`config.mk`:
```
export PLATFORM = sky130hd
export DESIGN_NAME = first_fit_page_allocator_flat
export DESIGN_NICKNAME = d
export VERILOG_FILES = /design/src/hdl/ffpa_pkg.sv /design/src/hdl/ffpa_if.sv /design/src/hdl/ffpa_mem.sv /design/src/hdl/ffpa_run.sv /design/src/hdl/first_fit_page_allocator.sv /design/src/flat_wrapper.sv
export VERILOG_INCLUDE_DIRS = /design/src /design/src/hdl
export SDC_FILE = /design/constraint.sdc
export NUM_CORES = 1
export LEC_CHECK = 0
export BUFFER_PORTS_ARGS = -buffer_cell sky130_fd_sc_hd__clkbuf_2
export CAP_MARGIN = 20
export CORE_MARGIN = 2
export CORE_UTILIZATION = 29
export DETAILED_ROUTE_END_ITERATION = 12
export HOLD_SLACK_MARGIN = 0.02
export SLEW_MARGIN = 20
export SYNTH_ARGS = -nofsm -noshare
export SYNTH_HDL_FRONTEND = slang
export SYNTH_SLANG_ARGS = --single-unit
```
`constraint.sdc`:
```
create_clock -name clk -period 5.91 [get_ports clk]
set_input_delay 1.182 -clock clk [delete_from_list [all_inputs] [get_ports clk]]
set_output_delay 1.182 -clock clk [all_outputs]
set_load 0.005 [all_outputs]
```
`src/hdl/first_fit_page_allocator_assert.svh`:
```
// ---------------------------------------------------------------------------
// Assertion macros for the allocator RTL.
// ---------------------------------------------------------------------------
`ifndef FIRST_FIT_PAGE_ALLOCATOR_ASSERT_SVH
`define FIRST_FIT_PAGE_ALLOCATOR_ASSERT_SVH

// Same-cycle implication, sampled on clk, off while arst_n is low.
`define FFPA_ASSERT_IMP(label, ante, cons) \
	label: assert property (@(posedge clk) disable iff (!arst_n) (ante) |-> (cons)) \
		else $error("ffpa assertion failed");

// Next-cycle implication, sampled on clk, off while arst_n is low.
`define FFPA_ASSERT_NXT(label, ante, cons) \
	label: assert property (@(posedge clk) disable iff (!arst_n) (ante) |=> (cons)) \
		else $error("ffpa assertion failed");

`endif

```
`src/hdl/ffpa_pkg.sv`:
```
// ---------------------------------------------------------------------------
// ffpa_pkg
// Shared field widths, codes and control bundles of the page allocator.
// ---------------------------------------------------------------------------
package ffpa_pkg;

	localparam int SIZE_W   = 13;
	localparam int ADDR_W   = 14;
	localparam int STATUS_W = 2;

	localparam logic FUNC_ALLOC = 1'b0;
	localparam logic FUNC_FREE  = 1'b1;

	localparam logic [STATUS_W-1:0] ST_OK       = 2'd0;
	localparam logic [STATUS_W-1:0] ST_BAD_SIZE = 2'd1;
	localparam logic [STATUS_W-1:0] ST_NO_SPACE = 2'd2;
	localparam logic [STATUS_W-1:0] ST_UNKNOWN  = 2'd3;

	typedef struct packed {
		logic gf_we;
		logic gf_wbit;
		logic bg_we;
	} mem_cmd_t;

	typedef struct packed {
		logic en;
		logic restart;
		logic inc;
	} run_ctl_t;

endpackage

```
`src/hdl/ffpa_if.sv`:
```
// ---------------------------------------------------------------------------
// ffpa_req_if / ffpa_rsp_if
// Valid/ready channels for allocator requests and responses.
// ---------------------------------------------------------------------------
interface ffpa_req_if import ffpa_pkg::*; ();
	logic              valid;
	logic              ready;
	logic              func;
	logic [SIZE_W-1:0] size;
	logic [ADDR_W-1:0] address;

	modport source (output valid, func, size, address, input ready);
	modport sink (input valid, func, size, address, output ready);
endinterface

interface ffpa_rsp_if import ffpa_pkg::*; ();
	logic                valid;
	logic                ready;
	logic [ADDR_W-1:0]   block_address;
	logic [STATUS_W-1:0] status;

	modport source (output valid, block_address, status, input ready);
	modport sink (input valid, block_address, status, output ready);
endinterface

```
`src/hdl/ffpa_mem.sv`:
```
// ---------------------------------------------------------------------------
// ffpa_mem
// Granule free map and block length store, with a clearing sweep after reset.
// ---------------------------------------------------------------------------
module ffpa_mem import ffpa_pkg::*; #(
	parameter int DEPTH = 64,
	parameter int AW    = 6,
	parameter int NW    = 5
) (
	input  logic          clk,
	input  logic          arst_n,
	input  mem_cmd_t      cmd,
	input  logic [AW-1:0] gf_addr,
	input  logic [AW-1:0] bg_addr,
	input  logic [NW-1:0] bg_wdata,
	output logic          gf_rdata,
	output logic [NW-1:0] bg_rdata,
	output logic          init_busy
);

	logic          gf_mem [DEPTH];
	logic [NW-1:0] bg_mem [DEPTH];
	logic [AW-1:0] clr_q;
	logic          busy_q;

	assign init_busy = busy_q;

	always_ff @(posedge clk or negedge arst_n) begin
		if (!arst_n) begin
			clr_q  <= '0;
			busy_q <= 1'b1;
		end else if (busy_q) begin
			clr_q <= clr_q + AW'(1);
			if (clr_q == AW'(DEPTH - 1)) begin
				busy_q <= 1'b0;
			end
		end
	end

	always_ff @(posedge clk) begin
		if (busy_q) begin
			gf_mem[clr_q] <= 1'b1;
		end else if (cmd.gf_we) begin
			gf_mem[gf_addr] <= cmd.gf_wbit;
		end
		gf_rdata <= gf_mem[gf_addr];
	end

	always_ff @(posedge clk) begin
		if (busy_q) begin
			bg_mem[clr_q] <= '0;
		end else if (cmd.bg_we) begin
			bg_mem[bg_addr] <= bg_wdata;
		end
		bg_rdata <= bg_mem[bg_addr];
	end

endmodule

```
`src/hdl/ffpa_run.sv`:
```
// ---------------------------------------------------------------------------
// ffpa_run
// Shared run counter and limit compare: free-run length during the search,
// granule count during claim and release sweeps.
// ---------------------------------------------------------------------------
module ffpa_run import ffpa_pkg::*; #(
	parameter int CNT_W = 5
) (
	input  logic             clk,
	input  logic             arst_n,
	input  run_ctl_t         ctl,
	input  logic [CNT_W-1:0] limit,
	output logic             hit
);

	logic [CNT_W-1:0] count_q;
	logic [CNT_W-1:0] base;
	logic [CNT_W:0]   nxt;

	assign base = ctl.restart ? '0 : count_q;
	assign nxt  = {1'b0, base} + (CNT_W+1)'(1);
	assign hit  = ctl.en && ctl.inc && (nxt >= {1'b0, limit});

	always_ff @(posedge clk or negedge arst_n) begin
		if (!arst_n) begin
			count_q <= '0;
		end else if (ctl.en) begin
			count_q <= ctl.inc ? nxt[CNT_W-1:0] : '0;
		end
	end

endmodule

```
`src/hdl/first_fit_page_allocator.sv`:
```
// Request accept to response valid: a bad size or bad free address goes straight to the
// response; an alloc opens the first page if none is open, else scans the open pages, then
// claims the first fit or a new page, or answers no space; a free reads and checks the
// block length, then releases its granules, or answers unknown where no block starts. One
// request in flight: ready returns in the cycle after the response register loads. Reset: a
// clearing sweep over all PAGE_COUNT * PAGE_BYTES / GRANULE_BYTES granules runs first.
// ---------------------------------------------------------------------------
// first_fit_page_allocator
// First-fit granule allocator over fixed pages; freed runs merge in the map.
// Page and granule sizes must be powers of two; the block itself does not check this.
// ---------------------------------------------------------------------------
`include "first_fit_page_allocator_assert.svh"

module first_fit_page_allocator import ffpa_pkg::*; #(
	parameter int PAGE_BYTES    = 4096,
	parameter int GRANULE_BYTES = 256,
	parameter int PAGE_COUNT    = 4
) (
	input  logic        clk,
	input  logic        arst_n,
	ffpa_req_if.sink    req,
	ffpa_rsp_if.source  rsp
);

	localparam int GPP     = PAGE_BYTES / GRANULE_BYTES;
	localparam int TOTAL   = GPP * PAGE_COUNT;
	localparam int GA_W    = (TOTAL > 1) ? $clog2(TOTAL) : 1;
	localparam int GP_W    = (GPP > 1) ? $clog2(GPP) : 1;
	localparam int PC_W    = $clog2(PAGE_COUNT + 1);
	localparam int NW      = $clog2(GPP + 1);
	localparam int GB_W    = $clog2(GRANULE_BYTES);
	localparam int GPP_LOG = $clog2(GPP);

	localparam logic [2:0] S_INIT     = 3'd0;
	localparam logic [2:0] S_IDLE     = 3'd1;
	localparam logic [2:0] S_SCAN     = 3'd2;
	localparam logic [2:0] S_CLAIM    = 3'd3;
	localparam logic [2:0] S_FREE_RD  = 3'd4;
	localparam logic [2:0] S_FREE_CHK = 3'd5;
	localparam logic [2:0] S_FREE_WR  = 3'd6;
	localparam logic [2:0] S_DONE     = 3'd7;

	logic [2:0]          state_q;
	logic [PC_W-1:0]     pages_q;
	logic [NW-1:0]       n_q;
	logic [GA_W-1:0]     hit_q;
	logic [GA_W-1:0]     w_q;
	logic                first_q;
	logic [GA_W-1:0]     iss_addr_q;
	logic [GP_W-1:0]     gip_q;
	logic [PC_W-1:0]     ip_q;
	logic                iss_done_q;
	logic                v_s1;
	logic                restart_s1;
	logic                last_s1;
	logic [GA_W-1:0]     idx_s1;
	logic [ADDR_W-1:0]   baddr_q;
	logic [STATUS_W-1:0] stat_q;
	logic                res_valid_q;
	logic [ADDR_W-1:0]   res_addr_q;
	logic [STATUS_W-1:0] res_stat_q;

	mem_cmd_t        cmd;
	run_ctl_t        run_ctl;
	logic            run_hit;
	logic            gf_rdata;
	logic [NW-1:0]   bg_rdata;
	logic [NW-1:0]   bg_wdata;
	logic [GA_W-1:0] gf_addr;
	logic            init_busy;

	logic [31:0]     size32;
	logic [31:0]     addr32;
	logic [31:0]     n32;
	logic [31:0]     idx32;
	logic            size_bad;
	logic            free_bad;
	logic            last_issue;
	logic            scan_hit;
	logic            scan_miss;
	logic [31:0]     hit32;
	logic [31:0]     open32;
	logic [31:0]     ba32;

	assign size32   = 32'(req.size);
	assign addr32   = 32'(req.address);
	assign n32      = size32 >> GB_W;
	assign idx32    = addr32 >> GB_W;
	assign size_bad = (size32 == 32'd0) || ((size32 & 32'(GRANULE_BYTES - 1)) != 32'd0)
		|| (size32 > 32'(PAGE_BYTES));
	assign free_bad = ((addr32 & 32'(GRANULE_BYTES - 1)) != 32'd0) || (idx32 >= 32'(TOTAL));

	assign last_issue = (ip_q == PC_W'(pages_q - PC_W'(1))) && (gip_q == GP_W'(GPP - 1));
	assign scan_hit   = (state_q == S_SCAN) && v_s1 && run_hit;
	assign scan_miss  = (state_q == S_SCAN) && v_s1 && !run_hit && last_s1;
	assign hit32      = 32'(idx_s1) + 32'd1 - 32'(n_q);
	assign open32     = 32'(pages_q) << GPP_LOG;
	assign ba32       = 32'(hit_q) << GB_W;

	always_comb begin
		run_ctl = '0;
		cmd     = '0;
		case (state_q)
			S_SCAN: begin
				run_ctl.en      = v_s1;
				run_ctl.restart = restart_s1;
				run_ctl.inc     = gf_rdata;
			end
			S_CLAIM, S_FREE_WR: begin
				run_ctl.en      = 1'b1;
				run_ctl.restart = first_q;
				run_ctl.inc     = 1'b1;
				cmd.gf_we       = 1'b1;
				cmd.gf_wbit     = (state_q == S_FREE_WR);
				cmd.bg_we       = first_q;
			end
			default: begin
			end
		endcase
	end

	assign gf_addr  = (state_q == S_SCAN) ? iss_addr_q : w_q;
	assign bg_wdata = (state_q == S_CLAIM) ? n_q : '0;

	ffpa_mem #(
		.DEPTH (TOTAL),
		.AW    (GA_W),
		.NW    (NW)
	) u_mem (
		.clk       (clk),
		.arst_n    (arst_n),
		.cmd       (cmd),
		.gf_addr   (gf_addr),
		.bg_addr   (hit_q),
		.bg_wdata  (bg_wdata),
		.gf_rdata  (gf_rdata),
		.bg_rdata  (bg_rdata),
		.init_busy (init_busy)
	);

	ffpa_run #(
		.CNT_W (NW)
	) u_run (
		.clk    (clk),
		.arst_n (arst_n),
		.ctl    (run_ctl),
		.limit  (n_q),
		.hit    (run_hit)
	);

	assign req.ready         = (state_q == S_IDLE);
	assign rsp.valid         = res_valid_q;
	assign rsp.block_address = res_addr_q;
	assign rsp.status        = res_stat_q;

	always_ff @(posedge clk or negedge arst_n) begin
		if (!arst_n) begin
			state_q    <= S_INIT;
			pages_q    <= '0;
			n_q        <= '0;
			hit_q      <= '0;
			w_q        <= '0;
			first_q    <= 1'b0;
			iss_addr_q <= '0;
			gip_q      <= '0;
			ip_q       <= '0;
			iss_done_q <= 1'b0;
			v_s1       <= 1'b0;
			restart_s1 <= 1'b0;
			last_s1    <= 1'b0;
			idx_s1     <= '0;
			baddr_q    <= '0;
			stat_q     <= ST_OK;
		end else begin
			case (state_q)
				S_INIT: begin
					if (!init_busy) begin
						state_q <= S_IDLE;
					end
				end
				S_IDLE: begin
					if (req.valid) begin
						baddr_q <= '0;
						if (req.func == FUNC_FREE) begin
							if (free_bad) begin
								stat_q  <= ST_UNKNOWN;
								state_q <= S_DONE;
							end else begin
								hit_q   <= idx32[GA_W-1:0];
								state_q <= S_FREE_RD;
							end
						end else if (size_bad) begin
							stat_q  <= ST_BAD_SIZE;
							state_q <= S_DONE;
						end else begin
							n_q <= n32[NW-1:0];
							if (pages_q == '0) begin
								hit_q   <= '0;
								w_q     <= '0;
								pages_q <= PC_W'(1);
								first_q <= 1'b1;
								state_q <= S_CLAIM;
							end else begin
								iss_addr_q <= '0;
								gip_q      <= '0;
								ip_q       <= '0;
								iss_done_q <= 1'b0;
								v_s1       <= 1'b0;
								state_q    <= S_SCAN;
							end
						end
					end
				end
				S_SCAN: begin
					v_s1       <= !iss_done_q && !scan_hit && !scan_miss;
					restart_s1 <= (gip_q == '0);
					last_s1    <= last_issue;
					idx_s1     <= iss_addr_q;
					if (!iss_done_q) begin
						iss_addr_q <= iss_addr_q + GA_W'(1);
						iss_done_q <= last_issue;
						if (gip_q == GP_W'(GPP - 1)) begin
							gip_q <= '0;
							ip_q  <= ip_q + PC_W'(1);
						end else begin
							gip_q <= gip_q + GP_W'(1);
						end
					end
					if (scan_hit) begin
						hit_q   <= hit32[GA_W-1:0];
						w_q     <= hit32[GA_W-1:0];
						first_q <= 1'b1;
						state_q <= S_CLAIM;
					end else if (scan_miss) begin
						if (pages_q == PC_W'(PAGE_COUNT)) begin
							stat_q  <= ST_NO_SPACE;
							state_q <= S_DONE;
						end else begin
							hit_q   <= open32[GA_W-1:0];
							w_q     <= open32[GA_W-1:0];
							pages_q <= pages_q + PC_W'(1);
							first_q <= 1'b1;
							state_q <= S_CLAIM;
						end
					end
				end
				S_CLAIM: begin
					w_q     <= w_q + GA_W'(1);
					first_q <= 1'b0;
					if (run_hit) begin
						baddr_q <= ba32[ADDR_W-1:0];
						stat_q  <= ST_OK;
						state_q <= S_DONE;
					end
				end
				S_FREE_RD: begin
					state_q <= S_FREE_CHK;
				end
				S_FREE_CHK: begin
					if (bg_rdata == '0) begin
						stat_q  <= ST_UNKNOWN;
						state_q <= S_DONE;
					end else begin
						n_q     <= bg_rdata;
						w_q     <= hit_q;
						first_q <= 1'b1;
						state_q <= S_FREE_WR;
					end
				end
				S_FREE_WR: begin
					w_q     <= w_q + GA_W'(1);
					first_q <= 1'b0;
					if (run_hit) begin
						stat_q  <= ST_OK;
						state_q <= S_DONE;
					end
				end
				S_DONE: begin
					if (!res_valid_q || rsp.ready) begin
						state_q <= S_IDLE;
					end
				end
				default: begin
					state_q <= S_IDLE;
				end
			endcase
		end
	end

	always_ff @(posedge clk or negedge arst_n) begin
		if (!arst_n) begin
			res_valid_q <= 1'b0;
		end else if (state_q == S_DONE && (!res_valid_q || rsp.ready)) begin
			res_valid_q <= 1'b1;
		end else if (rsp.ready) begin
			res_valid_q <= 1'b0;
		end
	end

	always_ff @(posedge clk) begin
		if (state_q == S_DONE && (!res_valid_q || rsp.ready)) begin
			res_addr_q <= baddr_q;
			res_stat_q <= stat_q;
		end
	end

	`FFPA_ASSERT_NXT(a_busy_after_accept, req.valid && req.ready, !req.ready)
	`FFPA_ASSERT_IMP(a_pages_bound, 1'b1, pages_q <= PC_W'(PAGE_COUNT))
	`FFPA_ASSERT_IMP(a_fail_addr_zero, rsp.valid && rsp.status != ST_OK, rsp.block_address == '0)
	`FFPA_ASSERT_IMP(a_no_accept_in_sweep, init_busy, !req.ready)

endmodule

```
`src/flat_wrapper.sv`:
```
// flat-port wrapper written by rule: the top's interface ports become plain ports
module first_fit_page_allocator_flat import ffpa_pkg::*;
#(
	parameter int PAGE_BYTES    = 4096,
	parameter int GRANULE_BYTES = 256,
	parameter int PAGE_COUNT    = 4
)
  (clk, arst_n, req_valid, req_func, req_size, req_address, req_ready, rsp_valid, rsp_block_address, rsp_status, rsp_ready);
  ffpa_req_if req_i ();
  ffpa_rsp_if rsp_i ();
  input  logic clk;
  input  logic arst_n;
  input wire logic [$bits(req_i.valid)-1:0] req_valid;
  input wire logic [$bits(req_i.func)-1:0] req_func;
  input wire logic [$bits(req_i.size)-1:0] req_size;
  input wire logic [$bits(req_i.address)-1:0] req_address;
  output wire logic [$bits(req_i.ready)-1:0] req_ready;
  output wire logic [$bits(rsp_i.valid)-1:0] rsp_valid;
  output wire logic [$bits(rsp_i.block_address)-1:0] rsp_block_address;
  output wire logic [$bits(rsp_i.status)-1:0] rsp_status;
  input wire logic [$bits(rsp_i.ready)-1:0] rsp_ready;
  assign req_i.valid = req_valid;
  assign req_i.func = req_func;
  assign req_i.size = req_size;
  assign req_i.address = req_address;
  assign req_ready = req_i.ready;
  assign rsp_valid = rsp_i.valid;
  assign rsp_block_address = rsp_i.block_address;
  assign rsp_status = rsp_i.status;
  assign rsp_i.ready = rsp_ready;
  first_fit_page_allocator #(.PAGE_BYTES(PAGE_BYTES), .GRANULE_BYTES(GRANULE_BYTES), .PAGE_COUNT(PAGE_COUNT)) u_core (.clk(clk), .arst_n(arst_n), .req(req_i), .rsp(rsp_i));
endmodule
```
==> results.ini, run 1 <==
[floorplan]
die_y_um = 269.4
die_area_um2 = 72560
design.core.area_um2 = 69910
num_io_pins = 50
die_w_um = 269.4
row_count = 97
initial_core_util_pct = 29.21

[logic_synthesis]
ys_ff_latch = 466
yosys_warnings = 0
synth.area.top_cells = edfxtp_1, mux4_2, dfrtp_1, nor2_1, nand2_1
synth_top_flop_cell = edfxtp_1
synth.avg_cell_area_um2 = 14.94
yosysMostFrequentCell = edfxtp_1
yosysSeqAreaShare_pct = 66.57
synth_top_area_cell = edfxtp_1
synth_commonest_cells = edfxtp_1, nor2_1, nand2_1, mux4_2, dfrtp_1
synth-edff-count = 392
syn_area_um2 = 20420
ys_async_sr_fraction_pct = 14.59
syn-instance-count = 1367
synth_top_cell_area_share_pct = 57.64
yosys.cell_types.count = 80

[timing]
tightest_slew_ns = 1.009
timing.fmax_mhz = 229.5
rsz0062_at_grt = false
slew_violations = 0
final_hold_viol_count = 0
setup_violations = 0
fin_setup_tns_ns = 0
post-route-period-util_pct = 73.74
slew_headroom_pct = 32.49
skew_ns = 0.03128
fin_crit_ns = 4.358

[setup_path]
critPathKind = flop to flop
slowest_delay_ns = 0.88
crit_path_start_kind = flop
crit_family = compound AO/OA/AOI/OAI gates
cp_data_arrival_time_ns = 4.88
endpoint_kind = flop
r2r-start = u_core.state_q[0]$_DFFE_PN0P_
crit_path_end = u_core.baddr_q[9]$_DFFE_PN0P_
crit_fanout = 22
reg2reg_setup_slack_ns = 1.55
cp-startpoint = u_core.state_q[0]$_DFFE_PN0P_
cp_cell_sequence = mux2i_1, o21ai_1, nand2_1, nand2_1, inv_1, ha_1, nand3_1, xor2_1, a21oi_1, ha_1, nor3b_1, or3_1, nor2_1, a2111oi_2, mux2i_1
crit_cells = 15
worstPathRequired_ns = 6.43
crit_buf_inv = 1
worstReg2RegEnd = u_core.baddr_q[9]$_DFFE_PN0P_
cpMaxStageDelayCell = a2111oi_2
worstRegToRegCells = 15

[placed_design]
io_buffer_count = 41
hpwl_mm = 30.13
gp_congestion = 0.8449

[final_layout]
final_nets = 1458
num-fill-cells = 6778
antenna_cells = 0
fin_util_pct = 33.09
syn_to_final_growth_pct = 13.26
drive_above_1_share_pct = 18.08

[routing]
vias = 11698
wl_per_cell_um = 19.55
drcViolationCount = 0
drt_wl_total_mm = 46.49
drtIter0Drc = 1011
drt_first_pass_iters = 5
ant_nets = 0
vias_per_cell = 4.919

[clock_tree]
cts.sinks = 466
post_cts_resize_count = 0
numCtsBuffers = 48
ctsHoldBuffers = 0
postCtsSetupBuffers = 0
cts_max_path_buffers = 3
htree_levels = 2
clk_latency_ns = 0.60
cts_tree = yes
clkTransAtPathRegs_ns = 0.06
root_buffer = clkbuf_16

[pwr]
power_density_nw_per_um2 = 442.0
total_power_uw = 10230
p_leak_uw = 0.008099
peakVddDrop_uv = 214.3

[grt]
grt_pass1_vias = 11759
gr-total-overflow = 0
grt_pass1_wl_mm = 71.77
grt_max_degree = 69
antenna_found_initial = 1
grt_usage_pct = 12.67

[worst_hold_path]
hold_class = flop to flop
worstHoldStart = u_core.baddr_q[11]$_DFFE_PN0P_

[job]
drv_cap = 0

[status]
outcome = finished clean

-- area by class of cell --
class | count | area (µm²) | share of cell area (%)
multi-input cells | 796 | 6359 | 27.49
clock buffers | 61 | 1280 | 5.534
inverters | 30 | 112.6 | 0.4868
clock inverters | 26 | 261.5 | 1.131
well taps | 940 | 1176 | 5.085
repair buffers | 59 | 340.3 | 1.471
flip-flops and latches | 466 | 13600 | 58.80
-- sequential cells by signal, summed over array words and instances, names as in the netlist, 4 cells and up --
name,count
u_core.hit_q,6
u_core.n_q,5
u_core.baddr_q,6
u_core.u_mem.bg_mem,320
u_core.u_run.count_q,5
u_core.idx_s1,6
u_core.u_mem.gf_mem,64
u_core.gip_q,4
u_core.u_mem.clr_q,6
u_core.u_mem.bg_rdata,5
u_core.w_q,6
u_core.rsp.block_address,6
u_core.iss_addr_q,6
-- logic make-up after synthesis --
kind of cell    after synthesis  synth area share (%)
buf+inv                     112                 2.475
mux                         144                 13.65
flops                       466                 66.57
xor+xnor                     23                0.9864
fa+ha+maj                    25                 1.568
simple gates                420                 9.012
compound gates              176                 5.722
other cells                   1               0.01836
-- placed cells by master (no fill, tap or decap), types with 18 or more instances in the layout --
cell type | synthesis | final
nor2_1 | 167 | 167
clkbuf_16 | 0 | 48
mux2i_1 | 31 | 31
ha_1 | 24 | 24
o21ai_0 | 49 | 49
inv_1 | 30 | 30
dfrtp_1 | 67 | 65
nand3_1 | 19 | 19
edfxtp_1 | 392 | 392
nand2_1 | 152 | 152
a21oi_1 | 36 | 36
clkbuf_2 | 0 | 40
mux4_2 | 105 | 105
buf_4 | 10 | 18
-- worst min-delay path by stage --
stage | end | slack (ns) | cells after the start
final | u_core.rsp.block_address[11]$_DFFE_PP_ | 0.45 | 0
after global routing | u_core.rsp.block_address[11]$_DFFE_PP_ | 0.46 | 0
after CTS | u_core.rsp.block_address[11]$_DFFE_PP_ | 0.45 | 0
after detailed placement | u_core.rsp.status[1]$_DFFE_PP_ | 0.43 | 0
after global placement | u_core.rsp.block_address[11]$_DFFE_PP_ | 0.43 | 0
after floorplan | u_core.rsp.status[1]$_DFFE_PP_ | 0.42 | 0
-- per-stage QoR --
stage	instance area [µm²]	instances	hold slack (ns)	setup slack, ns
2_1_floorplan	20450	1374	0.4194	2.428
3_3_place_gp	21590	2291	0.4350	1.687
3_5_place_dp	21590	2291	0.4348	1.599
4_1_cts	23130	2378	0.4499	1.582
5_1_grt	23130	2378	0.4561	1.126
6_report	23130	2378	0.4460	1.552
-- report_power, final --
group / switching (µW) / internal, µW / total, µW
clock network: 1280 / 1680 / 2960
registers: 392 / 3890 / 4280
logic: 1660 / 1330 / 2990
total: 3330 / 6890 / 10200
-- layer usage --
layer | part of all wire (%) | vias up | GRT usage (%)
met2 | 49 | 381 | 21.37
met1 | 43 | 5971 | 16.77
met4 | 2.1 | 2 | 3.611
li1 | - | 5277 | -
met3 | 5.3 | 67 | 2.209
met5 | 0.028 | - | 0
(Power assumes the default switching activity.)
==> inputs of run 2 (changes only) <==
- ABC_AREA: default -> 1
- clock period: 5.91 -> 3.9 ns (I/O delays scaled with it)
==> run 2 against run 1 <==
- global-route usage is 1.3 points higher
- fmax up 24%
- cell count up 25%
- routed wire length grew 13%
- combinational power increased by 60%
- area after synthesis rose by 1.3%
- critical path type unchanged
==> results.ini, run 2 <==
[setup_path]
endpoint_kind = flop
reg2reg_setup_slack_ns = 0.40
crit_fanout = 16
cp_data_arrival_time_ns = 4.02
critPathKind = flop to flop
worstReg2RegEnd = u_core.hit_q[1]$_DFFE_PN0P_
worstRegToRegCells = 22
crit_path_start_kind = flop
worstPathRequired_ns = 4.41
r2r-start = u_core.state_q[0]$_DFFE_PN0P_

[floorplan]
die_area_um2 = 73470
design.core.area_um2 = 70270
row_count = 97
num_io_pins = 50
initial_core_util_pct = 29.43
die_y_um = 271.0
die_w_um = 271.0

[logic_synthesis]
yosysMostFrequentCell = nor2_1
syn_area_um2 = 20680
synth.area.top_cells = edfxtp_1, dfrtp_1, nor2_1, o21ai_0, nand2_1
synth_top_flop_cell = edfxtp_1
yosysSeqAreaShare_pct = 65.73
syn-instance-count = 1934
synth.avg_cell_area_um2 = 10.69
ys_ff_latch = 466
synth_top_cell_area_share_pct = 56.92
synth-edff-count = 392
synth_commonest_cells = nor2_1, edfxtp_1, o21ai_0, nand2_1, inv_1
synth_top_area_cell = edfxtp_1
ys_async_sr_fraction_pct = 14.59
yosys_warnings = 0
yosys.cell_types.count = 49

[grt]
gr-total-overflow = 0
grt_pass1_wl_mm = 81.51
grt_usage_pct = 14.01
antenna_found_initial = 0
grt_pass1_vias = 14637
grt_max_degree = 131

[final_layout]
syn_to_final_growth_pct = 14.47
layout_common_cells = nor2_1, edfxtp_1, o21ai_0
final_nets = 2039
biggestRegsByFlops = u_core.u_mem.bg_mem (320), u_core.u_mem.gf_mem (64)
fin_cells = 2961
largest_register_ffs = 320
regMostFlops = u_core.u_mem.bg_mem
antenna_cells = 0
num-fill-cells = 6939
mostFrequentLayoutCell = nor2_1
drive_above_1_share_pct = 11.58

[clock_tree]
cts_max_path_buffers = 3
htree_levels = 2
clk_latency_ns = 0.59
postCtsSetupBuffers = 0
cts_tree = yes
post_cts_resize_count = 0
ctsHoldBuffers = 0
clkTransAtPathRegs_ns = 0.07
cts.sinks = 466
numCtsBuffers = 48
root_buffer = clkbuf_16

[pwr]
total_power_uw = 15530
power_density_nw_per_um2 = 656.2
peakVddDrop_uv = 293.7
p_leak_uw = 0.008027

[placed_design]
dp.cells = 2872
hpwl_mm = 33.68
io_buffer_count = 41
gp_congestion = 0.8940

[timing]
rsz0062_at_grt = false
slew_headroom_pct = 42.33
fin_crit_ns = 3.504
setup_violations = 0
final_hold_viol_count = 0
timing.fmax_mhz = 285.4
slew_violations = 0
fin_setup_tns_ns = 0
post-route-period-util_pct = 89.85
skew_ns = 0.02381
tightest_slew_ns = 0.8650

[routing]
ant_nets = 0
drt_wl_total_mm = 52.48
drcViolationCount = 0
drt_first_pass_iters = 5
vias = 14807
vias_per_cell = 5.001
drtIter0Drc = 1381
wl_per_cell_um = 17.73

[status]
outcome = finished clean

[worst_hold_path]
hold_class = primary input to async pin

[job]
drv_cap = 0

[run 2: cell count changes in the layout (fill, tap and decap cells not counted), sizes merged, moves of 31 or more]
cell,previous run,this run
inv,33,123
mux2i,31,0
mux4,106,0
nand2,152,211
nand3,19,89
nor2,168,419
o21ai,50,259
o22ai,4,84
[run 2: how the worst max path moves through the flow]
stage	cells after the start	from	end
5_1_grt	23	u_core.state_q[0]$_DFFE_PN0P_	u_core.first_q$_DFFE_PN0P_
4_1_cts	22	u_core.state_q[0]$_DFFE_PN0P_	u_core.hit_q[1]$_DFFE_PN0P_
2_1_floorplan	23	u_core.state_q[0]$_DFFE_PN0P_	u_core.hit_q[2]$_DFFE_PN0P_
3_3_place_gp	22	u_core.state_q[0]$_DFFE_PN0P_	u_core.hit_q[1]$_DFFE_PN0P_
6_report	22	u_core.state_q[0]$_DFFE_PN0P_	u_core.hit_q[1]$_DFFE_PN0P_
3_5_place_dp	22	u_core.state_q[0]$_DFFE_PN0P_	u_core.state_q[0]$_DFFE_PN0P_
[run 2: through the flow]
stage | instance area (µm²) | hold slack (ns) | utilization, % | worst slack (ns)
after global routing | 23670 | 0.3019 | 33.69 | 0.04399
after global placement | 22090 | 0.4532 | 31.43 | 0.6497
after CTS | 23670 | 0.2587 | 33.69 | 0.4520
after floorplan | 20710 | 0.4249 | - | 0.9803
final | 23670 | 0.2750 | 33.69 | 0.3958
after detailed placement | 22090 | 0.4420 | 31.43 | 0.5312
[run 2: metal layers]
| metal | global-route usage, % | wire [µm] | vias up |
|---|---|---|---|
| met5 | 0 | 0 | - |
| met4 | 5.205 | 1551 | 0 |
| met3 | 2.831 | 4084 | 97 |
| met2 | 22.81 | 24440 | 578 |
| met1 | 18.40 | 22410 | 7222 |
| li1 | - | - | 6910 |
[run 2: final cells by class]
cell class,instances,area (µm²),share of cell area (%)
flip-flops and latches,466,13600,57.44
multi-input cells,1255,6231,26.32
well taps,940,1176,4.968
repair buffers,87,613.1,2.590
clock buffers,56,1284,5.423
clock inverters,33,302.8,1.279
inverters,124,467.9,1.977
[run 2: where the power goes]
part	internal (µW)	switching (µW)	leakage, µW
Sequential	5910	228	0.00412
Combinational	1330	3460	0.00313
Clock	2690	1920	0.000780
[run 2: worst max-delay path, cell delays in order, from the launching register on]
cell and delay [ns]:
dfrtp_1 0.43, inv_2 0.09, nand2_1 0.10, nand2_1 0.14
nand3_2 0.17, nand3_1 0.17, inv_1 0.10, ha_1 0.22
or2_2 0.29, nand2_1 0.08, inv_1 0.05, ha_1 0.26
nand2_1 0.07, nand2_1 0.05, nand2_1 0.05, nand2_1 0.05
nand2_1 0.05, nand3_1 0.18, nand3_2 0.18, nand3_2 0.31
nand2_2 0.24, nand2_1 0.06, nand2_1 0.09
[run 2: kinds of logic (layout without fill, tap and decap cells)]
family | count (synthesis) | in the layout | synth area share [%]
simple gates | 773 | 773 | 15.48
flops | 466 | 466 | 65.73
compound gates | 430 | 430 | 12.15
buf+inv | 220 | 300 | 4.265
fa+ha+maj | 25 | 25 | 1.549
xor+xnor | 19 | 19 | 0.8046
other cells | 1 | 8 | 0.01813
